### config.mk
export PLATFORM = sky130hd
export DESIGN_NAME = bfeu_outbuf
export DESIGN_NICKNAME = d
export VERILOG_FILES = /design/src/rtl/bfeu_pkg.sv /design/src/rtl/bfeu_outbuf.sv
export SDC_FILE = /design/constraint.sdc
export NUM_CORES = 1
export LEC_CHECK = 0
export BUFFER_PORTS_ARGS = -buffer_cell sky130_fd_sc_hd__buf_2
export CELL_PAD_IN_SITES_DETAIL_PLACEMENT = 0
export CELL_PAD_IN_SITES_GLOBAL_PLACEMENT = 1
export CORE_MARGIN = 5
export CORE_UTILIZATION = 43
export DETAILED_ROUTE_END_ITERATION = 12
export PLACE_DENSITY_LB_ADDON = 0.1
export SLEW_MARGIN = 30
export SYNTH_ARGS = -nofsm -noshare
export SYNTH_HDL_FRONTEND = slang
export SYNTH_SLANG_ARGS = --single-unit
### constraint.sdc
create_clock -name aclk -period 3.5 [get_ports aclk]
set_input_delay 0.7 -clock aclk [delete_from_list [all_inputs] [get_ports aclk]]
set_output_delay 0.7 -clock aclk [all_outputs]
set_load 0.005 [all_outputs]
### src/rtl/bfeu_pkg.sv
`timescale 1ns / 1ps
`default_nettype none
package bfeu_pkg;

    // Sizes of the stores
    localparam int TAPE_CELLS  = 32768;
    localparam int STACK_DEPTH = 64;
    localparam int ADDR_BITS   = 16;

    localparam int TAPE_AW = (TAPE_CELLS > 1) ? $clog2(TAPE_CELLS) : 1;
    localparam int STK_AW  = (STACK_DEPTH > 1) ? $clog2(STACK_DEPTH) : 1;
    localparam int STK_CW  = $clog2(STACK_DEPTH + 1);
    localparam int SKIP_W  = 7;
    localparam logic [SKIP_W-1:0] SKIP_MAX = 7'd127;

    localparam logic [7:0] CELL_MAX_RST = 8'd127;

    // Program characters that act
    localparam logic [7:0] CMD_LEFT  = 8'h3C; // <
    localparam logic [7:0] CMD_RIGHT = 8'h3E; // >
    localparam logic [7:0] CMD_PLUS  = 8'h2B; // +
    localparam logic [7:0] CMD_MINUS = 8'h2D; // -
    localparam logic [7:0] CMD_DOT   = 8'h2E; // .
    localparam logic [7:0] CMD_COMMA = 8'h2C; // ,
    localparam logic [7:0] CMD_OPEN  = 8'h5B; // [
    localparam logic [7:0] CMD_CLOSE = 8'h5D; // ]

    typedef enum logic [1:0] {
        ERR_NONE      = 2'd0,
        ERR_OVERFLOW  = 2'd1,
        ERR_UNDERFLOW = 2'd2
    } bfeu_err_t;

    typedef struct packed {
        logic [7:0]           cmd;
        logic [ADDR_BITS-1:0] addr;
        logic signed [31:0]   in_value;
    } bfeu_in_t;

    typedef struct packed {
        logic [ADDR_BITS-1:0] next_addr;
        logic                 jumped;
        logic                 out_valid;
        logic [7:0]           out_char;
        logic                 skipping;
        logic [1:0]           error;
    } bfeu_out_t;

endpackage
`default_nettype wire

### src/rtl/bfeu_outbuf.sv
`timescale 1ns / 1ps
`default_nettype none
module bfeu_outbuf (
    input  wire logic                aclk,
    input  wire logic                aresetn,
    input  wire logic                in_valid,
    output logic                     in_ready,
    input  wire bfeu_pkg::bfeu_out_t in_data,
    output logic                     m_valid,
    input  wire logic                m_ready,
    output bfeu_pkg::bfeu_out_t      m_data
);
    import bfeu_pkg::*;

    logic      out_valid_reg;
    logic      skid_valid_reg;
    bfeu_out_t out_reg;
    bfeu_out_t skid_reg;
    logic      m_fire;
    logic      in_fire;

    assign m_fire   = out_valid_reg & m_ready;
    assign in_ready = ~skid_valid_reg;
    assign in_fire  = in_valid & in_ready;
    assign m_valid  = out_valid_reg;
    assign m_data   = out_reg;

    // Hold the control flags of the two slots
    always_ff @(posedge aclk) begin
        if (!aresetn) begin
            out_valid_reg  <= 1'b0;
            skid_valid_reg <= 1'b0;
        end else if (skid_valid_reg) begin
            if (m_fire) begin
                skid_valid_reg <= 1'b0;
            end
        end else if (in_fire) begin
            if (!out_valid_reg || m_fire) begin
                out_valid_reg <= 1'b1;
            end else begin
                skid_valid_reg <= 1'b1;
            end
        end else if (m_fire) begin
            out_valid_reg <= 1'b0;
        end
    end

    // Move words through the output and skid slots
    always_ff @(posedge aclk) begin
        if (skid_valid_reg) begin
            if (m_fire) begin
                out_reg <= skid_reg;
            end
        end else if (in_fire) begin
            if (!out_valid_reg || m_fire) begin
                out_reg <= in_data;
            end else begin
                skid_reg <= in_data;
            end
        end
    end

endmodule
`default_nettype wire

==> results of run 1 <==
-- routing by layer --
| layer | vias to the layer above | routed length, µm |
|---|---|---|
| met5 | - | 0 |
| met4 | 0 | 115 |
| met3 | 10 | 280 |
| met2 | 42 | 1910 |
| met1 | 564 | 1670 |
| li1 | 560 | - |
-- critical path, stage by stage, from the launching register on --
cell and delay, ps:
dfxtp_2 330, buf_4 460, inv_1 110, buf_2 150
-- metrics by stage --
| step | worst slack, ps | total power, W | instances | utilization | hold slack, ps |
|---|---|---|---|---|---|
| after detailed placement | 1390 | 0.00101 | 239 | 0.503 | 536 |
| after floorplan | 868 | 0.000953 | 105 | - | 509 |
| after global placement | 1480 | 0.00101 | 239 | 0.503 | 530 |
| final | 1430 | 0.00149 | 256 | 0.534 | 547 |
| after global routing | 1340 | 0.00155 | 256 | 0.534 | 542 |
| after CTS | 1380 | 0.00151 | 255 | 0.531 | 544 |
-- cells in the mapped netlist --
| library cell | number | area share |
|---|---|---|
| o21ai_0 | 1 | 0.0021 |
| inv_1 | 3 | 0.0048 |
| a21oi_1 | 2 | 0.0043 |
| mux2_2 | 3 | 0.014 |
| a211oi_1 | 1 | 0.0032 |
| buf_6 | 1 | 0.0048 |
| buf_12 | 3 | 0.026 |
| and4_1 | 1 | 0.0037 |
| mux2i_1 | 1 | 0.0043 |
| and2b_2 | 1 | 0.0037 |
| mux2_4 | 26 | 0.17 |
| nand3b_1 | 1 | 0.0032 |
| dfxtp_1 | 2 | 0.017 |
| edfxtp_1 | 58 | 0.74 |
| nand2_1 | 1 | 0.0016 |
-- power groups by stage --
| stage | combinational (W) | sequential [W] | clock, W |
|---|---|---|---|
| floorplan | 0.0000812 | 0.000872 | 0 |
| global placement | 0.000143 | 0.000866 | 0 |
| detailed placement | 0.000147 | 0.000867 | 0 |
| CTS | 0.000148 | 0.000852 | 0.000510 |
| global route | 0.000161 | 0.000854 | 0.000539 |
| finish | 0.000147 | 0.000851 | 0.000491 |
-- path summary, 6_finish.rpt --
kind | endpoint | cells past startpoint
setup / recovery | in_ready | 3
hold / removal | m_data[21] | 1
setup reg to reg | skid_reg[20] | 4
hold reg to reg | m_data[21] | 1
-- kinds of logic (layout without fill, tap and decap cells) --
logic type	after synthesis	in the layout	share of synthesized area
multiplexers	30	30	0.185
AND/OR/NAND/NOR	4	4	0.0122
buffers and inverters	7	86	0.0351
AO/OA/AOI/OAI	4	4	0.00958
flip-flops	60	60	0.758
-- cell type report --
type / count / area, µm²
clock buffers: 12 / 135
clock inverters: 4 / 16.3
fillers: 465 / 2520
inverters: 3 / 11.3
multi-input cells: 38 / 497
flip-flops and latches: 60 / 1780
well taps: 72 / 90.1
repair buffers: 67 / 353
==> metrics.md, run 1 <==
| Metric | Value |
|---|---|
| Crit path max fanout | 33 |
| PostCTS Resize Cnt | 0 |
| Fraction of the cycle the final worst path needs | 0.593 |
| First-pass GRT wire length | 6.25 mm |
| Unrepaired setup endpoints after global routing | false |
| Top Usage Layer GRT | met2 |
| Commonest non-fill, non-tap cell in the layout | buf_2 |
| CTS H-tree depth | 3 |
| Worst slew margin | 0.629 |
| Crit start category | register |
| WP data arrival | between 1000 and 1500 ps |
| Post-DP HPWL | about 2.8 mm |
| Achievable Freq | about 480 MHz |
| Switch share | 0.214 |
| Die ar. | about 7000 µm² |
| Flop pwr share | 0.572 |
| Residual DRC count | 0 |
| Area grow syn2layout | 22.8% |
| Die Span Y | 83.9 µm |
| Final setup TNS | 0 ps |
| Core footprint | 5410 µm² |
| Status | completed |
| Initial antenna violation count | 0 |
| Clock slew at reported path FFs | ~60 ps |
| Met1 usage | 0.136 |
| Synth unique cells | 15 |
| M3 GR Usage | 0.0434 |
| Final Wtd Congestion | roughly 0.67 |
| Most frequent cells in the layout | 63 x buf_2, 58 x edfxtp_1, 26 x mux2_4 |
| P_int | 0.00117 W |
| Root buf cell | clkbuf_8 |
| Worst-Margin Slew | between 500 and 600 ps |
| Hold_sp | skid_reg[21] |
| Placed Instance Area | between 2000 and 3000 µm² |
| Skew-Pair Late Insertion Delay | approximately 320 ps |
| Quantity of hold-fixing buffers added after cts | 0 |
| Pwr dens | around 520 nW/µm² |
| VDD IR max | 0.275 mV |
| Clock Path Buffers | 2 |
| Share of cells above drive strength 1 | 0.592 |
| Setup crit start | skid_valid_reg |
| # clock sinks | 60 |
| Mapped cell area | between 2000 and 2500 µm² |
| Avg Inst Size Synth | 22.4 µm² |
| Total detailed-routing wirelength | about 4.0 mm |
| Critical path class | register to primary output |
| Wire per inst | ~16 µm |
| LEAKAGE | ~1.1 nW |
| Syn nets | ~140 |
| Vias | 1176 |
| Ys Warns | 0 |
| Final #Nets | ~210 |
| Port Buffers | 63 |
| CTS tree | built |
| Crit path required time | between 2000 and 3000 ps |
| Largest net degree at the start of global routing | 34 |
| Synthesized netlist cell count | 105 |
| Fin crit period | between 2000 and 2500 ps |
| Cell row count | 27 |
| Reg2Reg Setup Slack | roughly 1700 ps |
| Total congestion overflow | 0 |
| Hold Fails Final Rpt | 0 |
| Design area | between 2000 and 3000 µm² |
| Tot GR Track Use | 0.119 |
| Met2 usage | 0.184 |
| Final setup viols | 0 |
| Clock share of power | 0.330 |
| Max-cap viol count | 0 |
| Max Slew Vio Count | 0 |
| Drt pass-1 iters | 4 |
| Final antenna diode count | 0 |
| Die W | 83.9 µm |
| DRT iter0 DRCs | between 70 and 80 |
| CTS Buf Count | 9 |
| Setup crit end kind | primary output |
| FF-to-FF Start | skid_valid_reg |
| Hold Crit Class | register to register |
| Via density | 4.59 |
| Post-CTS setup buffer count | 0 |
| Vias in the first global route | 1272 |
| Sw power | between 0.0003 and 0.0004 W |
| Post-DRT Antenna Nets | 0 |
| Clock Skews | approximately 7 ps |
| Io pins | 64 |
| Combinational Power Share | 0.099 |
| Flops & latches, synth | 60 |
| Starting Density | 0.435 |
| Sequential area share after synthesis | 0.758 |
Note: power is estimated with default switching activity, not from simulation.
==> inputs of run 2 (changes only) <==
CORE_UTILIZATION = 39   (was 43)
clock period = 1.9 ns   (was 3.5 ns; I/O delays follow)
==> metrics.md, run 2 (synthesized netlist as in run 1, its figures left out) <==
| Metric | Value |
|---|---|
| Max Slew Vio Count | 0 (unchanged) |
| Wire per inst | 15.0 µm (-3.4%) |
| Status | completed |
| Port Buffers | 63 (unchanged) |
| Clock Path Buffers | 2 (unchanged) |
| Tot GR Track Use | 0.110 (-0.00973) |
| Clock Skews | 8.50 ps (+1.53 ps) |
| Die Span Y | 87.6 µm (+4.4%) |
| Crit path max fanout | 13 (-61%) |
| Share of cells above drive strength 1 | 0.618 (+0.0259) |
| Max-cap viol count | 0 (unchanged) |
| Io pins | 64 (unchanged) |
| VDD IR max | 0.431 mV (+57%) |
| Fin crit period | between 1500 and 2000 ps |
| Final Wtd Congestion | 0.674 (+1.1%) |
| Total detailed-routing wirelength | 3.91 mm (-1.5%) |
| PostCTS Resize Cnt | 0 (unchanged) |
| Worst slew margin | 0.765 (+0.136) |
| DRT iter0 DRCs | 70 (-7.9%) |
| Area grow syn2layout | 26.1% |
| CTS Buf Count | 9 (unchanged) |
| Via density | 4.53 (-1.4%) |
| Post-DP HPWL | 2.81 mm (+1.9%) |
| Met2 usage | 0.157 (-0.0268) |
| Largest net degree at the start of global routing | 21 (-38%) |
| Post-DRT Antenna Nets | 0 (unchanged) |
| Clock slew at reported path FFs | 70 ps (about the same) |
| M3 GR Usage | 0.0423 (-0.00110) |
| Crit path required time | 1520 ps (-1280 ps) |
| Pwr dens | 1020 nW/µm² (+98%) |
| P_int | 0.00243 W (+110%) |
| # clock sinks | 60 (unchanged) |
| Skew-Pair Late Insertion Delay | 320 ps (about the same) |
| Achievable Freq | between 600 and 700 MHz |
| Clock share of power | 0.390 (+0.060) |
| Setup crit end kind | primary output |
| Initial antenna violation count | 0 (unchanged) |
| Root buf cell | clkbuf_8 |
| Fraction of the cycle the final worst path needs | 0.791 |
| Final setup viols | 0 (unchanged) |
| Residual DRC count | 0 (unchanged) |
| Vias in the first global route | 1238 (-2.7%) |
| Worst-Margin Slew | 352 ps (-204 ps) |
| Core footprint | 5890 µm² (+8.9%) |
| Die W | 87.6 µm (+4.4%) |
| Flop pwr share | 0.518 (-0.054) |
| Final #Nets | 214 (+0.94%) |
| Vias | 1182 (+0.51%) |
| Unrepaired setup endpoints after global routing | false |
| Total congestion overflow | 0 (unchanged) |
| Most frequent cells in the layout | 63 x buf_2, 58 x edfxtp_1, 26 x mux2_4 |
| Crit-path slowest cell | dfxtp_2 |
| Hold path depth | 1 (unchanged) |
| Hold Crit Class | primary input to register |
| LEAKAGE | 1.18 nW (+3.8%) |
| Sw power | 0.000599 W (+88%) |
| Critical path's largest stage delay | 350 ps (-110 ps) |
| Top Usage Layer GRT | met2 |
| Worst reg2reg path depth | 4 (unchanged) |
| Switch share | 0.198 (-0.0161) |
| Critical path class | register to primary output |
| CTS tree | built |
| Final design utilization | 0.504 (-0.0302) |
| First-pass GRT wire length | 6.13 mm (-2.0%) |
| # fillers | 526 (+13%) |
| Met1 usage | 0.137 (+0.000938) |
| Final setup TNS | 0 ps (unchanged) |
| CTS H-tree depth | 3 (unchanged) |
| Post-CTS setup buffer count | 0 (unchanged) |
| Starting Density | 0.399 (-0.0355) |
| CP bufs+invs | 3 (unchanged) |
| Crit start category | register |
| Crit-path leading delay family | buffers and inverters |
| Cell row count | 28 (+3.7%) |
| Quantity of hold-fixing buffers added after cts | 0 (unchanged) |
| Die ar. | 7680 µm² (+9.0%) |
| Commonest non-fill, non-tap cell in the layout | buf_2 |
| WP depth | 3 (unchanged) |
| Drt pass-1 iters | 4 (unchanged) |
| Hold Fails Final Rpt | 0 (unchanged) |
| Combinational Power Share | 0.092 (-0.007) |
| Final antenna diode count | 0 (unchanged) |
| WP data arrival | 1120 ps (-250 ps) |
| Critical Path, Cell by Cell | buf_4, inv_1, buf_2 |
==> run 2: cell count changes in the layout (fill, tap and decap cells not counted), sizes merged <==
| cell | change |
|---|---|
| buf | +2 |
| bufinv | +2 |
| clkbuf | -2 |
==> run 2: power groups by stage <==
stage / registers (W) / clock network (W) / logic, W
after global routing: 0.00157 / 0.00130 / 0.000304
after CTS: 0.00157 / 0.00122 / 0.000286
after global placement: 0.00160 / 0 / 0.000279
after detailed placement: 0.00160 / 0 / 0.000286
final: 0.00157 / 0.00118 / 0.000279
after floorplan: 0.00160 / 0 / 0.000153
==> run 2: path summary, 6_finish.rpt <==
check	start	to	slack, ps
worst max-delay path	skid_valid_reg	in_ready	400
worst min-delay path	in_data[4]	skid_reg[4]	240
worst max register to register	skid_valid_reg	skid_reg[15]	520
worst min register to register	skid_reg[7]	m_data[7]	540
==> run 2: layout make-up <==
cell class                 instances  area (µm²)  share of cell area
sequential                        60        1780               0.602
multi-input combinational         38         497               0.168
timing repair buffer              69         373               0.126
clock buffer                      10         128              0.0431
tap                               75        93.8              0.0317
clock inverter                     6        78.8              0.0266
inverter                           3        11.3             0.00380
==> run 2: worst register-to-register path: cells and delay by family, from the launching register on <==
kind                   cells  cell delay [ps]
buffers and inverters      3              530
DFF                        1              330
and+or+nand+nor            1              200
==> run 2: layer usage <==
layer | vias up | part of all wire
met2 | 41 | 0.46
met5 | - | 0
met1 | 569 | 0.43
li1 | 563 | -
met3 | 9 | 0.086
met4 | 0 | 0.025
==> run 2: metrics by stage <==
step / cell area [µm²] / hold WS, ps / instances / total power [W] / worst slack, ps
after global placement: 2760 / 532 / 245 / 0.00187 / 526
after global routing: 2960 / 223 / 261 / 0.00317 / 314
final: 2960 / 243 / 261 / 0.00303 / 398
after floorplan: 2360 / 477 / 105 / 0.00176 / 80.3
after detailed placement: 2760 / 534 / 245 / 0.00188 / 505
after CTS: 2960 / 228 / 261 / 0.00308 / 382
==> inputs of run 3 (changes only) <==
ABC_AREA = 1   (was not set)
CORE_UTILIZATION = 40   (was 39)
clock period = 1.5 ns   (was 1.9 ns; I/O delays follow)
==> metrics.md, run 3 <==
| Metric | Value |
|---|---|
| Status | completed |
| EDFF count, synth | 58 (unchanged) |
| Via density | 4.42 (-2.3%) |
| Vias | 1433 (+21%) |
| Hold Fails Final Rpt | 0 (unchanged) |
| Clock Skews | 3.09 ps (-5.41 ps) |
| Root buf cell | clkbuf_8 |
| Die W | 85.1 µm (-2.9%) |
| Skew-Pair Late Insertion Delay | 310 ps (about the same) |
| Avg Inst Size Synth | 13.0 µm² (-42%) |
| Synth unique cells | 11 (-4) |
| WP data arrival | 1400 ps (+280 ps) |
| Post-DRT Antenna Nets | 0 (unchanged) |
| Total congestion overflow | 0 (unchanged) |
| Crit path required time | 1520 ps (about the same) |
| CTS tree | built |
| Clock slew at reported path FFs | 60 ps (about the same) |
| P_int | 0.00265 W (+8.9%) |
| Post-DP HPWL | 3.09 mm (+10%) |
| FFs w/ async S/R, synth | 0 (unchanged) |
| Final setup viols | 0 (unchanged) |
| Hold Crit Class | primary input to register |
| Drt pass-1 iters | 4 (unchanged) |
| Die ar. | 7230 µm² (-5.8%) |
| Fin crit period | between 1000 and 1500 ps |
| Most common cell in the synthesized netlist | nand2_1 |
| Final #Nets | 281 (+31%) |
| Crit start category | register |
| Max Slew Vio Count | 0 (unchanged) |
| Ys Warns | 0 (unchanged) |
| Vias in the first global route | 1428 (+15%) |
| Quantity of hold-fixing buffers added after cts | 0 (unchanged) |
| Wire per inst | 13.2 µm (-12%) |
| Flops & latches, synth | 60 (unchanged) |
| Crit path max fanout | 21 (+8) |
| Critical Path, Cell by Cell | inv_1, nor2_1, nand2_1, clkinvlp_4, buf_12 |
| # clock sinks | 60 (unchanged) |
| # fillers | 498 (-5.3%) |
| CTS H-tree depth | 3 (unchanged) |
| VDD IR max | 0.703 mV (+63%) |
| Switch share | 0.214 (+0.0165) |
| Main area contributors after synthesis | edfxtp_1 77%, nand2_1 16%, buf_6 2.0% |
| Sequential area share after synthesis | 0.791 (+0.0324) |
| Final antenna diode count | 0 (unchanged) |
| Largest net degree at the start of global routing | 28 (+33%) |
| Combinational Power Share | 0.086 (-0.006) |
| Area grow syn2layout | 27.2% |
| Port Buffers | 63 (unchanged) |
| Critical path's largest stage delay | 380 ps (+30 ps) |
| Max-cap viol count | 0 (unchanged) |
| Setup crit end kind | register |
| Power Total | 0.00337 W (+11%) |
| Cell row count | 27 (-3.6%) |
| Crit-path slowest cell | dfxtp_1 |
| Commonest non-fill, non-tap cell in the layout | nand2_1 |
| PostCTS Resize Cnt | 0 (unchanged) |
| Achievable Freq | 723 MHz |
| Clock Path Buffers | 2 (unchanged) |
| CP bufs+invs | 3 (unchanged) |
| Worst-Margin Slew | 241 ps (-110 ps) |
| Most frequent cells after synthesis | 94 x nand2_1, 58 x edfxtp_1, 6 x inv_1 |
| Die Span Y | 85.1 µm (-2.9%) |
| Starting Density | 0.409 (+0.00999) |
| Share of cells above drive strength 1 | 0.337 (-0.281) |
| Mapped cell area | 2250 µm² (-4.1%) |
| Pwr dens | 1180 nW/µm² (+15%) |
| Top_reg_cell synth | edfxtp_1 |
| Residual DRC count | 0 (unchanged) |
| Flop pwr share | 0.586 (+0.068) |
| Unrepaired setup endpoints after global routing | false |
| Initial antenna violation count | 0 (unchanged) |
| Post-CTS setup buffer count | 0 (unchanged) |
| Most frequent cells in the layout | 93 x nand2_1, 63 x buf_2, 58 x edfxtp_1 |
| Syn nets | 206 (+49%) |
| Worst slew margin | 0.838 (+0.0730) |
| Final Wtd Congestion | 0.719 (+6.7%) |
| Clock share of power | 0.328 (-0.062) |
| DRT iter0 DRCs | 69 (-1.4%) |
| First-pass GRT wire length | 6.92 mm (+13%) |
| Sw power | 0.000722 W (+21%) |
| Area leader, netlist | edfxtp_1 |
| CTS Buf Count | 9 (unchanged) |
| Crit-path leading delay family | flip-flops |
| Synthesized netlist cell count | 173 (+65%) |
| Core footprint | 5510 µm² (-6.4%) |
| Final setup TNS | 0 ps (unchanged) |
| Fraction of the cycle the final worst path needs | 0.922 |
| Tot GR Track Use | 0.125 (+0.0148) |
| LEAKAGE | 1.24 nW (+5.4%) |
| Post-synth top area share | 0.773 (+0.0317) |
| Total detailed-routing wirelength | 4.27 mm (+9.1%) |
| Io pins | 64 (unchanged) |
| Critical path class | register to register |
run 3: changes by cell type after synthesis, moves of 2 or more:
cell     change
buf_2        +2
mux2_2       -3
mux2_4      -26
inv_1        +3
buf_6        +3
buf_12       -3
nand2_1     +93
nor2_1       +2
run 3: cells by family (layout without fill, tap and decap cells):
| family | after synthesis | count (layout) | share of synthesized area |
|---|---|---|---|
| buf+inv | 14 | 93 | 0.0427 |
| compound gates | 2 | 2 | 0.00444 |
| simple gates | 97 | 97 | 0.162 |
| flops | 60 | 60 | 0.791 |
run 3: layer usage:
metal | vias up | share of wire | GRT usage
li1 | 723 | - | -
met1 | 663 | 0.41 | 0.146
met2 | 43 | 0.52 | 0.208
met3 | 4 | 0.070 | 0.0408
met4 | 0 | 0.0084 | 0.0561
met5 | - | 0 | 0
run 3: final cells by class:
| cell class | instances | area [µm²] | area share |
|---|---|---|---|
| clock buffers | 10 | 128 | 0.0445 |
| repair buffers | 71 | 425 | 0.148 |
| inverters | 7 | 32.5 | 0.0113 |
| multi-input cells | 99 | 389 | 0.136 |
| well taps | 72 | 90.1 | 0.0314 |
| clock inverters | 5 | 20.0 | 0.00698 |
| flip-flops and latches | 60 | 1780 | 0.622 |
run 3: path summary, 6_finish.rpt:
check / endpoint / from / depth (start not counted) / slack, ps
max reg2reg: skid_reg[7] / m_valid / 5 / 120
min reg2reg: m_data[24] / skid_reg[24] / 2 / 520
min: skid_reg[5] / in_data[5] / 1 / 180
max: skid_reg[7] / m_valid / 5 / 120
run 3: metrics by stage:
stage	cells	util	cell area [µm²]	hold slack, ps	setup WS [ps]
3_3_place_gp	309	0.494	2720	493	123
3_5_place_dp	309	0.494	2720	496	123
5_1_grt	324	0.521	2870	154	21.1
6_report	324	0.521	2870	178	117
4_1_cts	324	0.521	2870	159	101
2_1_floorplan	173	-	2270	398	11.6
run 3: power groups by stage:
stage	Clock [W]	Combinational, W	Sequential, W
2_1_floorplan	0	0.000115	0.00202
3_3_place_gp	0	0.000293	0.00201
3_5_place_dp	0	0.000300	0.00201
4_1_cts	0.00115	0.000300	0.00198
5_1_grt	0.00125	0.000326	0.00198
6_report	0.00110	0.000291	0.00197
